File: config.mk
export PLATFORM = sky130hd
export DESIGN_NAME = fixed_partition_fit_allocator
export DESIGN_NICKNAME = d
export VERILOG_FILES = /design/src/hw/rtl/fpfa_pkg.sv /design/src/hw/rtl/fpfa_cell.sv /design/src/hw/rtl/fixed_partition_fit_allocator.sv
export SDC_FILE = /design/constraint.sdc
export NUM_CORES = 1
export LEC_CHECK = 0
export BUFFER_PORTS_ARGS = -buffer_cell sky130_fd_sc_hd__buf_2
export CAP_MARGIN = 10
export CORE_UTILIZATION = 35
export DETAILED_ROUTE_END_ITERATION = 8
export GPL_TIMING_DRIVEN = 0
export PLACE_DENSITY_LB_ADDON = 0.25
export SYNTH_ARGS = -nofsm -noshare
export SYNTH_HDL_FRONTEND = slang
export SYNTH_SLANG_ARGS = --single-unit
File: constraint.sdc
create_clock -name aclk -period 3.95 [get_ports aclk]
set_input_delay 0.1975 -clock aclk [delete_from_list [all_inputs] [get_ports aclk]]
set_output_delay 0.1975 -clock aclk [all_outputs]
set_load 0.05 [all_outputs]
File: src/hw/rtl/fpfa_pkg.sv
// ----------------------------------------------------------------------------
// Fixed partition fit allocator package
// Shared constants, codes and the cell control type.
// ----------------------------------------------------------------------------
`default_nettype none

package fpfa_pkg;

    localparam int NUM_PARTITIONS_DEF = 8;
    localparam int SIZE_WIDTH_DEF     = 16;

    localparam int FIELD_SLOT_W = 3;
    localparam int FIELD_SIZE_W = 16;
    localparam int STATUS_W     = 2;
    localparam int POLICY_W     = 2;
    localparam int PIU_W        = 4;
    localparam int CFG_ADDR_W   = 1;
    localparam int CFG_DATA_W   = 4;
    localparam int S_TDATA_W    = 24;
    localparam int M_TDATA_W    = 24;
    localparam int PIU_RESET    = 8;

    localparam logic [POLICY_W-1:0] POLICY_FIRST = 2'd0;
    localparam logic [POLICY_W-1:0] POLICY_BEST  = 2'd1;
    localparam logic [POLICY_W-1:0] POLICY_WORST = 2'd2;

    localparam logic OP_LOAD    = 1'b0;
    localparam logic OP_REQUEST = 1'b1;

    localparam logic [STATUS_W-1:0] STAT_LOADED      = 2'd0;
    localparam logic [STATUS_W-1:0] STAT_ALLOCATED   = 2'd1;
    localparam logic [STATUS_W-1:0] STAT_UNALLOCATED = 2'd2;

    localparam logic [CFG_ADDR_W-1:0] REG_FIT_POLICY   = 1'd0;
    localparam logic [CFG_ADDR_W-1:0] REG_PARTS_IN_USE = 1'd1;

    typedef struct packed {
        logic                load;
        logic                grant;
        logic [POLICY_W-1:0] policy;
    } fpfa_ctl_t;

endpackage

`default_nettype wire

File: src/hw/rtl/fpfa_cell.sv
// ----------------------------------------------------------------------------
// Fixed partition fit allocator cell
// Holds one partition's size and allocated mark and refines the search
// candidate that passes through it, one cell per cycle.
// ----------------------------------------------------------------------------
`default_nettype none

module fpfa_cell
    import fpfa_pkg::*;
#(
    parameter int CELL_INDEX = 0,
    parameter int IDX_W      = 3,
    parameter int STORE_W    = 16
) (
    input  wire logic               aclk,
    input  wire logic               aresetn,
    input  wire fpfa_ctl_t          ctl,
    input  wire logic [IDX_W-1:0]   target,
    input  wire logic [STORE_W-1:0] load_size,
    input  wire logic [STORE_W-1:0] req_size,
    input  wire logic [PIU_W-1:0]   parts_in_use,
    input  wire logic               in_valid,
    input  wire logic               in_found,
    input  wire logic [IDX_W-1:0]   in_pick,
    input  wire logic [STORE_W-1:0] in_size,
    output logic                    out_valid,
    output logic                    out_found,
    output logic [IDX_W-1:0]        out_pick,
    output logic [STORE_W-1:0]      out_size
);

    localparam logic [IDX_W-1:0] MY_IDX = IDX_W'(CELL_INDEX);
    localparam logic [6:0]       MY_IDX7 = 7'(CELL_INDEX);

    logic [STORE_W-1:0] size_reg;
    logic               alloc_reg;
    logic               valid_reg;
    logic               found_reg;
    logic [IDX_W-1:0]   pick_reg;
    logic [STORE_W-1:0] psize_reg;

    logic               enabled;
    logic               fits;
    logic               take;

    assign enabled = MY_IDX7 < {3'b000, parts_in_use};
    assign fits    = enabled && !alloc_reg && (size_reg >= req_size);

    always_comb begin
        take = 1'b0;
        if (fits) begin
            if (!in_found) begin
                take = 1'b1;
            end else begin
                case (ctl.policy)
                    POLICY_BEST: begin
                        take = size_reg < in_size;
                    end
                    POLICY_WORST: begin
                        take = size_reg > in_size;
                    end
                    default: begin
                        take = 1'b0;
                    end
                endcase
            end
        end
    end

    always_ff @(posedge aclk) begin
        if (!aresetn) begin
            size_reg  <= '0;
            alloc_reg <= 1'b0;
            valid_reg <= 1'b0;
        end else begin
            valid_reg <= in_valid;
            if (ctl.load && target == MY_IDX) begin
                size_reg  <= load_size;
                alloc_reg <= 1'b0;
            end else if (ctl.grant && target == MY_IDX) begin
                alloc_reg <= 1'b1;
            end
        end
    end

    always_ff @(posedge aclk) begin
        if (take) begin
            found_reg <= 1'b1;
            pick_reg  <= MY_IDX;
            psize_reg <= size_reg;
        end else begin
            found_reg <= in_found;
            pick_reg  <= in_pick;
            psize_reg <= in_size;
        end
    end

    assign out_valid = valid_reg;
    assign out_found = found_reg;
    assign out_pick  = pick_reg;
    assign out_size  = psize_reg;

endmodule

`default_nettype wire

File: src/hw/rtl/fixed_partition_fit_allocator.sv
// ----------------------------------------------------------------------------
// Fixed partition fit allocator
// Keeps partition sizes and allocated marks in a row of cells and grants
// free partitions by first, best or worst fit.
// ----------------------------------------------------------------------------
// Input beats carry the operation in s_tuser and the slot and size in
// s_tdata. A load writes one partition's size and frees it. A request
// sends a search candidate down the cell row; each cell compares its own
// partition with the candidate and hands the result to its neighbor on the
// next clock.
// A load beat goes from the idle state through the done state into the
// output register; a request beat is injected into the cell row, scanned
// in the scan state and then passes through the done state into the
// output register. One item is worked on at a time; the next beat is
// accepted once the previous result has moved into the output register.
// When the receiver stalls, the result stays in the output register and
// the block finishes at most one more item before it holds s_tready low.
// Reset clears all partition sizes and marks, sets first fit and eight
// partitions in use. Configuration writes take effect at once; the user
// must make them only while no item is in flight (the block does not check).
// ----------------------------------------------------------------------------
`default_nettype none

module fixed_partition_fit_allocator
    import fpfa_pkg::*;
#(
    parameter int NUM_PARTITIONS = NUM_PARTITIONS_DEF,
    parameter int SIZE_WIDTH     = SIZE_WIDTH_DEF
) (
    input  wire logic                  aclk,
    input  wire logic                  aresetn,
    input  wire logic                  cfg_wr_en,
    input  wire logic [CFG_ADDR_W-1:0] cfg_addr,
    input  wire logic [CFG_DATA_W-1:0] cfg_wdata,
    input  wire logic                  s_tvalid,
    output logic                       s_tready,
    // Bits from low: slot_index [2:0], size_value [18:3], zero [23:19].
    input  wire logic [S_TDATA_W-1:0]  s_tdata,
    // Bits from low: operation [0].
    input  wire logic                  s_tuser,
    output logic                       m_tvalid,
    input  wire logic                  m_tready,
    // Bits from low: chosen_slot [2:0], chosen_size [18:3], zero [23:19].
    output logic [M_TDATA_W-1:0]       m_tdata,
    // Bits from low: status [1:0].
    output logic [STATUS_W-1:0]        m_tuser
);

    localparam int IDX_W   = $clog2(NUM_PARTITIONS);
    localparam int STORE_W = (SIZE_WIDTH < FIELD_SIZE_W) ? SIZE_WIDTH : FIELD_SIZE_W;
    localparam logic [6:0] NUM7 = 7'(NUM_PARTITIONS);

    typedef enum logic [2:0] {
        ST_IDLE = 3'b001,
        ST_SCAN = 3'b010,
        ST_DONE = 3'b100
    } state_t;

    state_t                   state_reg, state_next;
    logic [POLICY_W-1:0]      policy_reg;
    logic [PIU_W-1:0]         piu_reg;
    logic [STORE_W-1:0]       req_size_reg;
    logic                     inj_valid_reg;
    logic [STATUS_W-1:0]      res_status_reg;
    logic [FIELD_SLOT_W-1:0]  res_slot_reg;
    logic [FIELD_SIZE_W-1:0]  res_size_reg;
    logic                     m_tvalid_reg;
    logic [STATUS_W-1:0]      m_status_reg;
    logic [FIELD_SLOT_W-1:0]  m_slot_reg;
    logic [FIELD_SIZE_W-1:0]  m_size_reg;

    logic                     s_accept;
    logic [FIELD_SLOT_W-1:0]  in_slot;
    logic [STORE_W-1:0]       in_size;
    logic                     load_hit;
    logic                     scan_done;
    logic                     out_free;
    fpfa_ctl_t                ctl;
    logic [IDX_W-1:0]         target;

    logic [NUM_PARTITIONS:0]  chain_valid;
    logic [NUM_PARTITIONS:0]  chain_found;
    logic [IDX_W-1:0]         chain_pick [NUM_PARTITIONS+1];
    logic [STORE_W-1:0]       chain_size [NUM_PARTITIONS+1];

    assign s_tready  = state_reg == ST_IDLE;
    assign s_accept  = s_tvalid && s_tready;
    assign in_slot   = s_tdata[FIELD_SLOT_W-1:0];
    assign in_size   = s_tdata[FIELD_SLOT_W +: STORE_W];
    assign load_hit  = {4'b0000, in_slot} < NUM7;
    assign scan_done = (state_reg == ST_SCAN) && chain_valid[NUM_PARTITIONS];
    assign out_free  = !m_tvalid_reg || m_tready;

    assign ctl.load   = s_accept && (s_tuser == OP_LOAD) && load_hit;
    assign ctl.grant  = scan_done && chain_found[NUM_PARTITIONS];
    assign ctl.policy = policy_reg;
    assign target     = (state_reg == ST_SCAN) ? chain_pick[NUM_PARTITIONS]
                                               : IDX_W'(in_slot);

    assign chain_valid[0] = inj_valid_reg;
    assign chain_found[0] = 1'b0;
    assign chain_pick[0]  = '0;
    assign chain_size[0]  = '0;

    for (genvar k = 0; k < NUM_PARTITIONS; k++) begin : g_cell
        fpfa_cell #(
            .CELL_INDEX (k),
            .IDX_W      (IDX_W),
            .STORE_W    (STORE_W)
        ) u_cell (
            .aclk         (aclk),
            .aresetn      (aresetn),
            .ctl          (ctl),
            .target       (target),
            .load_size    (in_size),
            .req_size     (req_size_reg),
            .parts_in_use (piu_reg),
            .in_valid     (chain_valid[k]),
            .in_found     (chain_found[k]),
            .in_pick      (chain_pick[k]),
            .in_size      (chain_size[k]),
            .out_valid    (chain_valid[k+1]),
            .out_found    (chain_found[k+1]),
            .out_pick     (chain_pick[k+1]),
            .out_size     (chain_size[k+1])
        );
    end

    always_comb begin
        state_next = state_reg;
        case (state_reg)
            ST_IDLE: begin
                if (s_accept) begin
                    state_next = (s_tuser == OP_LOAD) ? ST_DONE : ST_SCAN;
                end
            end
            ST_SCAN: begin
                if (scan_done) begin
                    state_next = ST_DONE;
                end
            end
            ST_DONE: begin
                if (out_free) begin
                    state_next = ST_IDLE;
                end
            end
            default: begin
                state_next = ST_IDLE;
            end
        endcase
    end

    always_ff @(posedge aclk) begin
        if (!aresetn) begin
            state_reg     <= ST_IDLE;
            policy_reg    <= POLICY_FIRST;
            piu_reg       <= PIU_W'(PIU_RESET);
            inj_valid_reg <= 1'b0;
            m_tvalid_reg  <= 1'b0;
        end else begin
            state_reg     <= state_next;
            inj_valid_reg <= s_accept && (s_tuser == OP_REQUEST);
            if (cfg_wr_en) begin
                case (cfg_addr)
                    REG_FIT_POLICY: begin
                        policy_reg <= cfg_wdata[POLICY_W-1:0];
                    end
                    REG_PARTS_IN_USE: begin
                        piu_reg <= cfg_wdata[PIU_W-1:0];
                    end
                    default: begin
                        piu_reg <= piu_reg;
                    end
                endcase
            end
            if (state_reg == ST_DONE && out_free) begin
                m_tvalid_reg <= 1'b1;
            end else if (m_tready) begin
                m_tvalid_reg <= 1'b0;
            end
        end
    end

    always_ff @(posedge aclk) begin
        if (s_accept) begin
            req_size_reg   <= in_size;
            res_status_reg <= STAT_LOADED;
            res_slot_reg   <= in_slot;
            res_size_reg   <= load_hit ? FIELD_SIZE_W'(in_size) : '0;
        end else if (scan_done) begin
            if (chain_found[NUM_PARTITIONS]) begin
                res_status_reg <= STAT_ALLOCATED;
                res_slot_reg   <= FIELD_SLOT_W'(chain_pick[NUM_PARTITIONS]);
                res_size_reg   <= FIELD_SIZE_W'(chain_size[NUM_PARTITIONS]);
            end else begin
                res_status_reg <= STAT_UNALLOCATED;
                res_slot_reg   <= '0;
                res_size_reg   <= '0;
            end
        end
        if (state_reg == ST_DONE && out_free) begin
            m_status_reg <= res_status_reg;
            m_slot_reg   <= res_slot_reg;
            m_size_reg   <= res_size_reg;
        end
    end

    assign m_tvalid = m_tvalid_reg;
    assign m_tuser  = m_status_reg;
    assign m_tdata  = {{(M_TDATA_W - FIELD_SLOT_W - FIELD_SIZE_W){1'b0}},
                       m_size_reg, m_slot_reg};

    assert property (@(posedge aclk) disable iff (!aresetn)
        $onehot0(chain_valid))
        else $error("More than one search candidate in the cell row.");

    assert property (@(posedge aclk) disable iff (!aresetn)
        ctl.grant |-> (state_reg == ST_SCAN) && !ctl.load)
        else $error("Grant outside a finished scan.");

    assert property (@(posedge aclk) disable iff (!aresetn)
        $rose(m_tvalid) |-> $past(state_reg == ST_DONE))
        else $error("Result beat without a finished item.");

    assert property (@(posedge aclk) disable iff (!aresetn)
        inj_valid_reg |-> state_reg == ST_SCAN)
        else $error("Search started outside the scan state.");

endmodule

`default_nettype wire
==> qor.yml <==
run_status:
  status: "finished, final reports clean"
timing:
  finalSetupViolCount: 0
  finalMaxSlewViolations: 0
  hold_violations: 0
  fin_skew_ps: 23.47
  slew_headroom_pct: 18.09
  post-route-period-util_pct: 91.76
  rsz0062_at_grt: "no"
  tightest_slew_ps: 1226
  max_freq_ghz: 0.2759
  timing.setup.tns_ps: 0
  period_needed_ps: 3624
floorplanning:
  rows: 83
  ios: 63
  fp.dieW_um: 231.8
  die_y_um: 231.8
  start_util_pct: 35.75
  core_area_um2: 51720
  die_area_um2: 53750
clock_network:
  tritoncts: "done"
  clockRootBuffer: "clkbuf_16"
  cts_buffer_depth: 3
  worst_skew_pair.late_latency_ps: 550
  clk_pin_slew_worst_paths_ps: 60
  clock_sinks: 366
  postCtsHoldBufs: 28
  cts_buffers: 40
  cts_setup_buffers: 0
  cts-htree-levels: 2
  post_cts_resized: 0
cells_and_area:
  final_common_cell: "dfxtp_1"
  area_growth_syn_to_layout_pct: 14.52
  final_area_um2: 21180
  n_antenna_cell: 0
  layout-drive-gt1-share_pct: 13.16
  nets: 2215
  final_cell_mix: "310 x dfxtp_1, 242 x ha_1, 176 x nand2_1, 143 x inv_1, 112 x nor2b_1"
  fin_cells: 2648
  fillers: 5070
placement:
  gp_congestion: 0.9027
  place.detailed.hpwl_um: 37740
  dp_cells: 2548
  io_buffer_count: 51
  dpl_cell_area_um2: 19610
route:
  drt_wl_total_um: 48010
  vias_per_cell: 4.929
  firstDrtPassIters: 5
  vias: 13050
  ant_nets: 0
  drt_iter0_drc: 543
  drc: 0
  wl_per_cell_um: 18.13
power:
  leakagePower_nw: 9.189
  powerDensity_nw_per_um2: 388.0
  report.power.total_w: 0.008216
  ir_worst_vdd_uv: 245.8
critical_path:
  cp-end-kind: "flip-flop"
  worstPathCellList: "inv_1, ha_1, nand4_1, nor4_1, o21ai_0, o211ai_1, nor3b_1, a211oi_2, buf_4, mux2_2"
  path_buf_inv: 2
  max_stage_delay_ps: 720
  cp.arrival_ps: 4060
  critPathSlowestCell: "a211oi_2"
  crit_type: "flip-flop to flip-flop"
  worstPathRequired_ps: 4380
  startpoint_type: "flip-flop"
  critical-path-top-delay-family: "compound AO/OA/AOI/OAI gates"
  cp_max_fo: 10
synth:
  synth_edf_count: 56
  synthFlopType: "dfxtp_1"
  syn_avg_cell_area_um2: 10.20
  ys_seq_elements: 366
  synthArstFlopShare_pct: 0
  netlist_area_um2: 18490
  netlist_instances: 1813
  yosysWarnings: 0
  synth_cell_types: 59
  synth.yosys.seq_area_share_pct: 42.66
grt:
  first_global_vias: 13250
  track_usage_pct: 18.10
  grt_max_degree: 26
  antenna_found_initial: 1
  grt-ovfl-total: 0
  grt_pass1_wl_um: 74610
run:
  maxCapViolations: 0
worst_hold_path:
  holdCritPathClass: "primary input to flip-flop"
-- routing by layer --
metal | track usage, % | up-vias | wire length, µm
met4 | 4.893 | 0 | 1024
li1 | - | 6594 | -
met5 | 0 | - | 0
met2 | 31.46 | 219 | 23050
met3 | 3.008 | 61 | 2246
met1 | 22.95 | 6179 | 21680
-- path summary, 6_finish.rpt --
path | from | to | slack, ps | cells after the start
worst max register to register | g_cell[3].u_cell.out_size[14] | g_cell[4].u_cell.out_size[11] | 330 | 10
worst min register to register | g_cell[5].u_cell.out_pick[1] | g_cell[6].u_cell.out_pick[1] | 420 | 1
worst max-delay path | g_cell[3].u_cell.out_size[14] | g_cell[4].u_cell.out_size[11] | 330 | 10
worst min-delay path | m_tready | m_tvalid | 20 | 3
-- power breakdown --
group / internal, W / total (W) / switching, W
Clock: 0.00215 / 0.00368 / 0.00153
Combinational: 0.000219 / 0.000637 / 0.000417
Sequential: 0.00386 / 0.00390 / 0.0000430
Total: 0.00623 / 0.00822 / 0.00199
-- Yosys cell counts (all sizes together) (25+ instances only) --
library cell	count	share of area, %
a21o	25	1.0
nor2	39	0.81
o21ai	42	1.1
nand2	176	3.6
inv	143	2.9
mux2i	100	5.4
ha	242	16
nand4	43	1.5
and2	28	0.95
mux2	112	7.0
nor2b	112	3.8
clkbuf	44	0.89
dfxtp	310	34
buf	25	0.90
a21oi	92	2.5
a21boi	39	1.6
edfxtp	56	9.1
nand3	42	1.1
-- per-stage QoR --
| step | setup WS [ps] | utilization, % | hold WS, ps |
|---|---|---|---|
| after floorplan | 1172 | - | 296.4 |
| after global placement | 261.6 | 37.92 | 389.5 |
| after detailed placement | 286.7 | 37.92 | 390.4 |
| after CTS | 267.6 | 40.93 | 9.423 |
| after global routing | 151.4 | 40.94 | 48.65 |
| final | 325.6 | 40.94 | 21.13 |
-- worst min-delay path, stage by stage --
cell and delay (ps):
buf_2 70, nand2b_1 140, a21boi_0 100
-- layout make-up --
type	instances	area, µm²	area share [%]
inverters	143	536.8	2.535
well taps	680	850.8	4.018
repair buffers	79	535.5	2.529
clock inverters	10	120.1	0.5672
flip-flops and latches	366	7888	37.25
plain buffers	69	332.8	1.572
multi-input cells	1239	9754	46.06
clock buffers	62	1157	5.466
-- kinds of logic (layout without fill, tap and decap cells) --
group | count (synthesis) | in the layout | share of synthesized area, %
compound gates | 266 | 266 | 9.528
fa+ha+maj | 242 | 242 | 16.38
buf+inv | 212 | 363 | 4.696
flops | 366 | 366 | 42.66
mux | 212 | 212 | 12.38
other cells | 1 | 5 | 0.02028
simple gates | 514 | 514 | 14.35
No activity file was read; power rests on OpenSTA's default activity.
